==> src/hdl/dls_pkg.sv <==
// ----------------------------------------------------------------------------
// Discrete Laplacian stream package
// Shared widths, the result burst type and a saturating helper.
// ----------------------------------------------------------------------------
`default_nettype none

package dls_pkg;

   localparam int unsigned DATA_W    = 32;
   localparam int unsigned BURST_MAX = 4;
   localparam int unsigned COUNT_W   = 3;
   localparam logic [DATA_W-1:0] SCALE_RESET = 32'd16384;

   // Up to four result words that one sample releases, index 0 goes out first.
   typedef struct packed {
      logic [BURST_MAX-1:0][DATA_W-1:0] vals;
      logic [COUNT_W-1:0]               count;
      logic                             last;
   } dls_burst_type;

   // Linear extrapolation 2*a - b, clamped to the signed 32-bit range.
   function automatic logic [DATA_W-1:0] extrap_sat(input logic signed [DATA_W-1:0] a,
                                                   input logic signed [DATA_W-1:0] b);
      logic signed [DATA_W+1:0] e;
      logic [DATA_W-1:0]        res;
      e = {{1{a[DATA_W-1]}}, a, 1'b0} - {{2{b[DATA_W-1]}}, b};
      if (e > 34'sh0_7FFF_FFFF) begin
         res = 32'h7FFF_FFFF;
      end else if (e < -34'sh0_8000_0000) begin
         res = 32'h8000_0000;
      end else begin
         res = e[DATA_W-1:0];
      end
      return res;
   endfunction

endpackage

`default_nettype wire

==> src/hdl/dls_burst_out.sv <==
// ----------------------------------------------------------------------------
// Result burst register
// Holds the result words of one sample and sends one per cycle while rsp_tready is high.
// ----------------------------------------------------------------------------
`default_nettype none

module dls_burst_out
   import dls_pkg::*;
(
   input  wire logic                clock,
   input  wire logic                reset,
   input  wire logic                load,
   input  wire dls_burst_type       burst,
   output logic                     load_ok,
   output logic                     rsp_tvalid,
   input  wire logic                rsp_tready,
   output logic [DATA_W-1:0]        rsp_tdata,   // value[31:0]
   output logic                     rsp_tlast    // is_last_res
);

   logic [BURST_MAX-1:0][DATA_W-1:0] vals_ff;
   logic [COUNT_W-1:0]               rem_ff, rem_in;
   logic [1:0]                       idx_ff, idx_in;
   logic                             last_ff;
   logic                             take;

   assign rsp_tvalid = (rem_ff != '0);
   assign rsp_tdata  = vals_ff[idx_ff];
   assign rsp_tlast  = last_ff && (rem_ff == COUNT_W'(1));
   assign take       = rsp_tvalid && rsp_tready;

   // A new burst may load once the last word of the current one leaves.
   assign load_ok = (rem_ff == '0) || ((rem_ff == COUNT_W'(1)) && rsp_tready);

   always_comb begin
      rem_in = rem_ff;
      idx_in = idx_ff;
      if (load) begin
         rem_in = burst.count;
         idx_in = '0;
      end else if (take) begin
         rem_in = rem_ff - COUNT_W'(1);
         idx_in = idx_ff + 2'd1;
      end
   end

   always_ff @(posedge clock) begin
      if (reset) begin
         rem_ff <= '0;
         idx_ff <= '0;
      end else begin
         rem_ff <= rem_in;
         idx_ff <= idx_in;
      end
   end

   always_ff @(posedge clock) begin
      if (load) begin
         vals_ff <= burst.vals;
         last_ff <= burst.last;
      end
   end

endmodule

`default_nettype wire

==> src/hdl/discrete_laplacian_stream_unit.sv <==
// Path: an accepted sample is registered in each pipeline stage, then in the burst register.
// Throughput: one sample per cycle while each sample releases at most one word and
//    rsp_tready is high; a two- to four-word sample holds stage 3 until its last word leaves.
// Output: one result word per cycle from the burst register while rsp_tready is high.
// Reset (synchronous, active high) empties the pipeline, clears the vector history
//    and sets the scale register to 0.25.
// ----------------------------------------------------------------------------
// Discrete Laplacian stream unit
// 1-D second difference, scaling with rounding, saturation and end extrapolation.
// ----------------------------------------------------------------------------
`default_nettype none

module discrete_laplacian_stream_unit
   import dls_pkg::*;
(
   input  wire logic                clock,
   input  wire logic                reset,
   // configuration
   input  wire logic                csr_valid,
   output logic                     csr_ready,
   input  wire logic [DATA_W-1:0]   csr_data,    // scale[31:0]
   // samples
   input  wire logic                req_tvalid,
   output logic                     req_tready,
   input  wire logic [DATA_W-1:0]   req_tdata,   // sample[31:0]
   input  wire logic                req_tlast,   // is_last
   // results
   output logic                     rsp_tvalid,
   input  wire logic                rsp_tready,
   output logic [DATA_W-1:0]        rsp_tdata,   // value[31:0]
   output logic                     rsp_tlast    // is_last_res
);

   logic [DATA_W-1:0] scale_ff;

   // vector history
   logic signed [DATA_W-1:0] older_ff, newer_ff;
   logic [COUNT_W-1:0]       count_ff;
   logic signed [DATA_W-1:0] term_ff;

   // stage 1: second difference
   logic                     v1_ff;
   logic signed [DATA_W+2:0] d1_ff, d1_in;
   logic [COUNT_W-1:0]       cnt1_ff;
   logic                     last1_ff;

   // stage 2: partial products
   logic                     v2_ff;
   logic [DATA_W+1:0]        mag;
   logic [49:0]              phi2_ff, plo2_ff;
   logic                     neg2_ff;
   logic [COUNT_W-1:0]       cnt2_ff;
   logic                     last2_ff;

   // stage 3: saturated interior term
   logic                     v3_ff;
   logic [50:0]              rsum;
   logic signed [DATA_W-1:0] t3_ff, t3_in;
   logic [COUNT_W-1:0]       cnt3_ff;
   logic                     last3_ff;

   logic ready1, ready2, ready3;
   logic accept, adv2, adv3, load_ok;
   logic [DATA_W-1:0] ex_a, ex_b;
   dls_burst_type     burst;

   assign csr_ready = 1'b1;

   always_ff @(posedge clock) begin
      if (reset) begin
         scale_ff <= SCALE_RESET;
      end else if (csr_valid) begin
         scale_ff <= csr_data;
      end
   end

   // Each stage moves on when the next one is empty or moving too.
   assign adv3   = v3_ff && load_ok;
   assign ready3 = !v3_ff || load_ok;
   assign adv2   = v2_ff && ready3;
   assign ready2 = !v2_ff || ready3;
   assign ready1 = !v1_ff || ready2;
   assign req_tready = ready1;
   assign accept = req_tvalid && ready1;

   assign d1_in = {{3{req_tdata[DATA_W-1]}}, req_tdata}
                - {{2{newer_ff[DATA_W-1]}}, newer_ff, 1'b0}
                + {{3{older_ff[DATA_W-1]}}, older_ff};

   always_ff @(posedge clock) begin
      if (reset) begin
         older_ff <= '0;
         newer_ff <= '0;
         count_ff <= '0;
      end else if (accept) begin
         if (req_tlast) begin
            older_ff <= '0;
            newer_ff <= '0;
            count_ff <= '0;
         end else begin
            older_ff <= newer_ff;
            newer_ff <= req_tdata;
            if (count_ff < COUNT_W'(BURST_MAX)) begin
               count_ff <= count_ff + COUNT_W'(1);
            end
         end
      end
   end

   always_ff @(posedge clock) begin
      if (reset) begin
         v1_ff <= 1'b0;
         v2_ff <= 1'b0;
         v3_ff <= 1'b0;
      end else begin
         if (ready1) v1_ff <= req_tvalid;
         if (ready2) v2_ff <= v1_ff;
         if (ready3) v3_ff <= v2_ff;
      end
   end

   always_ff @(posedge clock) begin
      if (accept) begin
         d1_ff    <= d1_in;
         cnt1_ff  <= count_ff;
         last1_ff <= req_tlast;
      end
   end

   // The magnitude of the difference stays below 2^34.
   assign mag = d1_ff[DATA_W+2] ? (DATA_W+2)'(0) - d1_ff[DATA_W+1:0] : d1_ff[DATA_W+1:0];

   always_ff @(posedge clock) begin
      if (v1_ff && ready2) begin
         phi2_ff  <= 50'(mag) * 50'(scale_ff[31:16]);
         plo2_ff  <= 50'(mag) * 50'(scale_ff[15:0]);
         neg2_ff  <= d1_ff[DATA_W+2];
         cnt2_ff  <= cnt1_ff;
         last2_ff <= last1_ff;
      end
   end

   // Round half away from zero on the magnitude, then clamp with the sign applied.
   always_comb begin
      rsum = 51'(phi2_ff) + 51'((51'(plo2_ff) + 51'h8000) >> 16);
      if (!neg2_ff) begin
         t3_in = (rsum > 51'h7FFF_FFFF) ? 32'sh7FFF_FFFF : rsum[DATA_W-1:0];
      end else begin
         t3_in = (rsum > 51'h8000_0000) ? 32'sh8000_0000 : DATA_W'(0) - rsum[DATA_W-1:0];
      end
   end

   always_ff @(posedge clock) begin
      if (adv2) begin
         t3_ff    <= t3_in;
         cnt3_ff  <= cnt2_ff;
         last3_ff <= last2_ff;
      end
   end

   // Newest interior term, held until a later sample releases it into a burst.
   always_ff @(posedge clock) begin
      if (reset) begin
         term_ff <= '0;
      end else if (adv3) begin
         term_ff <= last3_ff ? '0 : t3_ff;
      end
   end

   assign ex_a = extrap_sat(term_ff, t3_ff);
   assign ex_b = extrap_sat(t3_ff, term_ff);

   always_comb begin
      burst       = '0;
      burst.last  = last3_ff;
      case (cnt3_ff)
         3'd0: begin
            if (last3_ff) burst.count = COUNT_W'(1);
         end
         3'd1: begin
            if (last3_ff) burst.count = COUNT_W'(2);
         end
         3'd2: begin
            if (last3_ff) begin
               burst.vals[0] = t3_ff;
               burst.vals[1] = t3_ff;
               burst.vals[2] = t3_ff;
               burst.count   = COUNT_W'(3);
            end
         end
         3'd3: begin
            // The first end value goes out ahead of the first interior term.
            burst.vals[0] = ex_a;
            burst.vals[1] = term_ff;
            burst.count   = COUNT_W'(2);
            if (last3_ff) begin
               burst.vals[2] = t3_ff;
               burst.vals[3] = ex_b;
               burst.count   = COUNT_W'(4);
            end
         end
         default: begin
            burst.vals[0] = term_ff;
            burst.count   = COUNT_W'(1);
            if (last3_ff) begin
               burst.vals[1] = t3_ff;
               burst.vals[2] = ex_b;
               burst.count   = COUNT_W'(3);
            end
         end
      endcase
   end

   dls_burst_out u_burst_out (
      .clock      (clock),
      .reset      (reset),
      .load       (adv3),
      .burst      (burst),
      .load_ok    (load_ok),
      .rsp_tvalid (rsp_tvalid),
      .rsp_tready (rsp_tready),
      .rsp_tdata  (rsp_tdata),
      .rsp_tlast  (rsp_tlast)
   );

endmodule

`default_nettype wire

==> config.mk <==
export PLATFORM = sky130hd
export DESIGN_NAME = discrete_laplacian_stream_unit
export DESIGN_NICKNAME = d
export VERILOG_FILES = /design/src/hdl/dls_pkg.sv /design/src/hdl/dls_burst_out.sv /design/src/hdl/discrete_laplacian_stream_unit.sv
export SDC_FILE = /design/constraint.sdc
export NUM_CORES = 2
export LEC_CHECK = 0
export ABC_AREA = 0
export BUFFER_PORTS_ARGS = -buffer_cell sky130_fd_sc_hd__buf_2
export CAP_MARGIN = 15
export CORE_MARGIN = 2
export CORE_UTILIZATION = 60
export DETAILED_ROUTE_END_ITERATION = 6
export PLACE_DENSITY = 0.78
export SLEW_MARGIN = 20
export SYNTH_ARGS = -nofsm -noshare
export SYNTH_HDL_FRONTEND = slang
export SYNTH_HIERARCHICAL = 1
export SYNTH_SLANG_ARGS = --single-unit
==> constraint.sdc <==
create_clock -name clock -period 19.35 [get_ports clock]
set_input_delay 2.9025 -clock clock [delete_from_list [all_inputs] [get_ports clock]]
set_output_delay 2.9025 -clock clock [all_outputs]
set_load 0.03 [all_outputs]
# Yosys cells after proc, flatten, opt, wreduce, memory -nomap -nowiden
# Cells that the tools add are included.
[word_totals] reg_bits=448 in_bits=70 word_cells=98
[op_classes] add_sub_neg=11 n_mul=2 order_cmp=8 eq_ne=4 muxes=25 reduce_logical=22
[ops] operator="32-bit two-way mux" count=11
[ops] operator="96-bit case mux with 3 select lines" count=1
[ops] operator="34-bit by 16-bit multiplier with 50-bit output" count=2
[ops] operator="99-bit two-way mux" count=1
[ops] operator="34-bit by 32-bit > comparator with 1-bit output (second input constant)" count=2
[ops] operator="34-bit by 32-bit < comparator with 1-bit output (second input constant)" count=2
[ops] operator="33-bit by 32-bit subtractor with 34-bit output" count=2
[ops] operator="32-bit binary-select mux with 2-bit select" count=1
[ops] operator="64-bit two-way mux" count=1
[ops] operator="50-bit by 16-bit adder with 51-bit output (second input constant)" count=1
[ops] operator="50-bit by 35-bit adder with 51-bit output" count=1
[ops] operator="51-bit by 31-bit > comparator with 1-bit output (second input constant)" count=1
[ops] operator="51-bit by 32-bit > comparator with 1-bit output (second input constant)" count=1
[ops] operator="34-bit by 32-bit adder with 35-bit output" count=1
[ops] operator="34-bit two-way mux" count=1
[ops] operator="1-bit by 34-bit subtractor with 34-bit output (first input constant)" count=1
[ops] operator="32-bit by 33-bit subtractor with 34-bit output" count=1
[ops] operator="1-bit by 32-bit subtractor with 32-bit output (first input constant)" count=1
[ops] operator="3-bit two-way mux" count=5
[ops] operator="3-bit case mux with 4 select lines" count=1
[ops] operator="1-bit logical AND" count=7
[ops] operator="3-bit by 1-bit == test with 1-bit output (second input constant)" count=2
[ops] operator="3-bit by 2-bit == test with 1-bit output (second input constant)" count=2
[ops] operator="3-bit logical NOT" count=2
[ops] operator="13 further kinds" count=21

# Longest topological paths before layout
[depth] ltp_word=8 depth_mapped=35 depth_no_buf=33

# Hierarchy
# The synthesis kept the hierarchy.
[modules_own_cells] module="discrete_laplacian_stream_unit" n_inst=1 cells_per_inst=6677 area_per_inst_um2=56415.4 seq_area_each_um2=7637.3
[modules_own_cells] module="dls_burst_out" n_inst=1 cells_per_inst=208 area_per_inst_um2=4963.5 seq_area_each_um2=3973.8

# Worst setup path before layout
# Ideal clock, no wire load.
[synth_timing] path_kind="input to register" start="input port rsp_tready" end="register cnt2_ff[0] (enable)" arrival_ns=9.698 slack_ns=8.976 cell_stages=4 path_buffers=0 path_cell_list="a21oi_1 > nor2_1 > nor2b_1 > a21boi_0"
[synth_between] elab_chain_len=5
[synth_rtl] element="start, declared" line_no="discrete_laplacian_stream_unit.sv:29" source="input wire logic rsp_tready,"
[synth_rtl] element="1-bit logical AND" line_no="dls_burst_out.sv:33" source="assign load_ok = (rem_ff == '0) || ((rem_ff == COUNT_W'(1)) && rsp_tready);"
[synth_rtl] element="1-bit logical OR" line_no="dls_burst_out.sv:33"
[synth_rtl] element="net load_ok" line_no="discrete_laplacian_stream_unit.sv:63" source="logic accept, adv2, adv3, load_ok;"
[synth_rtl] element="1-bit logical OR" line_no="discrete_laplacian_stream_unit.sv:79" source="assign ready3 = !v3_ff || load_ok;"
[synth_rtl] element="1-bit logical OR" line_no="discrete_laplacian_stream_unit.sv:81" source="assign ready2 = !v2_ff || ready3;"
[synth_rtl] element="1-bit logical AND" line_no="discrete_laplacian_stream_unit.sv:134" source="if (v1_ff && ready2) begin"
[synth_rtl] element="end signal, assigned" line_no="discrete_laplacian_stream_unit.sv:138" source="cnt2_ff <= cnt1_ff;"
[synth_rtl] element="end, declared" line_no="discrete_laplacian_stream_unit.sv:52" source="logic [COUNT_W-1:0] cnt2_ff;"
# The timed path passes the listed nets, and every way through them passes these cells.
# A chain may end at the register's enable or synchronous reset.

# Worst setup path in the final report
[layout_timing] start="register d1_ff[3]" end="register plo2_ff[49] (data pin)"
[layout_between] elab_chain_len=3
[layout_rtl] element="start, declared" line_no="discrete_laplacian_stream_unit.sv:43" source="logic signed [DATA_W+2:0] d1_ff, d1_in;"
[layout_rtl] element="start signal, assigned" line_no="discrete_laplacian_stream_unit.sv:124" source="d1_ff <= d1_in;"
[layout_rtl] element="1-bit by 34-bit subtractor with 34-bit output" line_no="discrete_laplacian_stream_unit.sv:131" source="assign mag = d1_ff[DATA_W+2] ? (DATA_W+2)'(0) - d1_ff[DATA_W+1:0] : d1_ff[DATA_W+1:0];"
[layout_rtl] element="34-bit two-way mux *" line_no="discrete_laplacian_stream_unit.sv:131"
[layout_rtl] element="34-bit by 16-bit multiplier with 50-bit output *" line_no="discrete_laplacian_stream_unit.sv:136" source="plo2_ff <= 50'(mag) * 50'(scale_ff[15:0]);"
[layout_rtl] element="end signal, assigned" line_no="discrete_laplacian_stream_unit.sv:136"
[layout_rtl] element="end, declared" line_no="discrete_laplacian_stream_unit.sv:50" source="logic [49:0] phi2_ff, plo2_ff;"
# Mark *: on every way between the ends. The rest lies on a longest branch, timed or not.

==> flow_summary_export.csv <==
group,metric,value,unit
floorplanning,core.rowCount,117,
synth,syn_nets,8263,
place,port_buffers,104,
layout,multi_input_area,44100,um^2
detailed_routing,drt-total-wl,161,mm
job,maxCapViolations,0,
global_route,use_met3,6.19,%
setup_path,crit_type,"register to register",
floorplanning,io_pins,106,
floorplanning,die_w,324,um
detailed_routing,drt-vias-per-instance,5.92,
timing,skew,0.0265,ns
clock_tree,cts.repair.resized,0,
timing,rsz0062_at_grt,"false",
timing,setup_viol,0,
timing,tightest_slew,1.15,ns
synth,synthFlopType,"edfxtp_1",
synth,yosys_warnings,6,
synth,synth_top_area_share,30.2,%
setup_path,start_kind,"register",
clock_tree,numCtsBuffers,52,
timing,hold_viol_final,0,
timing,drv_slew,0,
detailed_routing,via_count,48300,
global_route,grt_pass1_wl,260,mm
layout,area_growth,5.80,%
detailed_routing,drtIter0Drc,3968,
global_route,overflow,0,
synth,synthesis.area,61400,um^2
synth,async_flop_share,0,%
layout,layout-drive-gt1-share,6.05,%
timing,fmax,0.0996,GHz
detailed_routing,antenna_left,0,
detailed_routing,firstDrtPassIters,6,
layout,nets,8130,
setup_path,slowest_delay,0.60,ns
setup_path,cp_max_fo,32,
min_path,hp-start,"cnt2_ff[1]",
synth,ys_types,91,
setup_path,worst_ep_arrival_time,10.44,ns
global_route,antenna_found_initial,5,
clock_tree,cts_buffer_depth,3,
setup_path,reg2reg_from,"d1_ff[3]",
synth,avgSynthCellArea,8.91,um^2
timing,slew_headroom,23.5,%
detailed_routing,wire_per_inst,19.8,um
timing,tns,0,ns
place,place_hpwl,120,mm
synth,synth_common_cells,"inv_1 (1208), nand2_1 (1009), fa_1 (926)",
setup_path,cp_common_cell,"fa_1",
setup_path,worst_setup_path_end_kind,"register",
global_route,grt_max_degree,100,
layout,nFillCells,8346,
synth,yosysSeqAreaShare,18.9,%
floorplanning,die_area,105000,um^2
setup_path,setup.worst_path.start,"d1_ff[3]",
clock_tree,cts.sinks,433,
synth,synth_area_leaders,"fa_1 (30%), edfxtp_1 (14%), ha_1 (7.8%)",
floorplanning,core,102000,um^2
global_route,use_met1,39.4,%
min_path,hp-class,"register to register",
clock_tree,holdBufCountCts,0,
global_route,grt_pass1_vias,49500,
timing,fin_crit,10.04,ns
setup_path,crit_slowest_cell,"fa_1",
clock_tree,clkTransAtPathRegs,0.06,ns
global_route,grtUsageTotal,31.5,%
outcome,outcome,"finished clean",
global_route,busiest_layer,"met2",
clock_tree,cts_tree,"done",
synth,yosysMostFrequentCell,"inv_1",
floorplanning,start_util,60.4,%
clock_tree,insertion_delay,0.66,ns
global_route,use_met2,52.9,%
synth,synth_edf_count,294,
layout,num_antenna_cells,0,
clock_tree,cts_setup_buffers,0,
synth,syn_inst,6885,
clock_tree,htree_levels,2,
clock_tree,cts_root_buf,"clkbuf_16",
setup_path,required,19.75,ns
timing,period_share,51.9,%
synth,yosys.area.top_type,"fa_1",
synth,ys_seq_elements,433,
floorplanning,die_h,324,um
layout,regArea,11600,um^2
place,gp_congestion,0.944,
detailed_routing,drc,0,
[layout by cell type, fill, tap and decap left out, drive strengths merged, types with 32 or more instances in the layout]
| master | Yosys | routed |
|---|---|---|
| nor3 | 81 | 81 |
| ha | 382 | 382 |
| xor2 | 81 | 81 |
| o21ai | 213 | 213 |
| edfxtp | 294 | 294 |
| a22o | 39 | 39 |
| nand4 | 35 | 35 |
| a21o | 79 | 79 |
| nand3 | 94 | 94 |
| and2 | 461 | 461 |
| and3 | 40 | 40 |
| fa | 926 | 926 |
| nor2 | 282 | 282 |
| clkbuf | 349 | 62 |
| a211oi | 32 | 32 |
| nand2b | 33 | 33 |
| dfxtp | 139 | 139 |
| mux2i | 40 | 40 |
| buf | 25 | 187 |
| mux4 | 33 | 33 |
| nand2 | 1009 | 1009 |
| inv | 1212 | 1217 |
| o21a | 48 | 48 |
| xnor2 | 185 | 185 |
| a21oi | 358 | 358 |
[logic make-up after synthesis]
| logic type | Yosys count | share of synthesized area [%] |
|---|---|---|
| xor+xnor | 266 | 3.80 |
| flops | 433 | 18.9 |
| buf+inv | 1587 | 9.76 |
| simple gates | 2174 | 16.8 |
| compound gates | 1039 | 10.8 |
| other cells | 1 | 0.00611 |
| fa+ha+maj | 1308 | 38.0 |
| mux | 77 | 1.94 |
[cell type report]
| cell class | count | share of cell area [%] |
|---|---|---|
| clock buffer | 62 | 2.12 |
| tap | 1368 | 2.64 |
| clock inverter | 34 | 0.645 |
| multi-input combinational | 4865 | 67.9 |
| inverter | 1213 | 7.02 |
| sequential | 433 | 17.9 |
| timing repair buffer | 187 | 1.80 |
[flip-flops by register name, summed over array words and instances, names as in the netlist]
signal               cells
u_burst_out/vals_ff    128
phi2_ff                 50
d1_ff                   35
plo2_ff                 35
newer_ff                32
older_ff                32
scale_ff                32
t3_ff                   32
term_ff                 32
cnt1_ff                  3
cnt2_ff                  3
cnt3_ff                  3
count_ff                 3
u_burst_out/rem_ff       3
u_burst_out/idx_ff       2
last1_ff                 1
last2_ff                 1
last3_ff                 1
neg2_ff                  1
u_burst_out/last_ff      1
v1_ff                    1
v2_ff                    1
v3_ff                    1
[critical path: cells and delay by family (launching register included)]
family | cells | cell delay [ns]
xor+xnor | 2 | 0.30
buf+inv | 4 | 0.58
simple gates | 10 | 2.93
compound gates | 8 | 2.06
flops | 1 | 0.46
fa+ha+maj | 7 | 3.43
[through the flow]
stage	hold slack, ns	utilization (%)	worst slack, ns	instance area, um^2	instances
after floorplan	0.400	-	8.98	61400	6885
after global routing	0.428	63.9	8.89	64900	8162
after detailed placement	0.406	62.1	9.48	63100	8065
final	0.417	63.9	9.31	64900	8162
after global placement	0.402	62.1	9.62	63100	8065
after CTS	0.420	63.9	9.38	64900	8161
[path summary, 6_finish.rpt]
path                       to  slack [ns]  depth (start not counted)
hold reg to reg    cnt3_ff[1]        0.42                          0
setup reg to reg  plo2_ff[49]        9.31                         31
hold / removal     cnt3_ff[1]        0.42                          0
setup / recovery  plo2_ff[49]        9.31                         31
[metal layers]
metal / vias up / wire length, um / part of all wire [%]
met5: - / 30 / 0.019
met4: 6 / 8020 / 5.0
li1: 21700 / - / -
met1: 23800 / 61400 / 38
met2: 2297 / 77600 / 48
met3: 544 / 14300 / 8.9
Power is not shown: default switching activity piles up to over one toggle a cycle in this logic, so the estimate is an artifact.
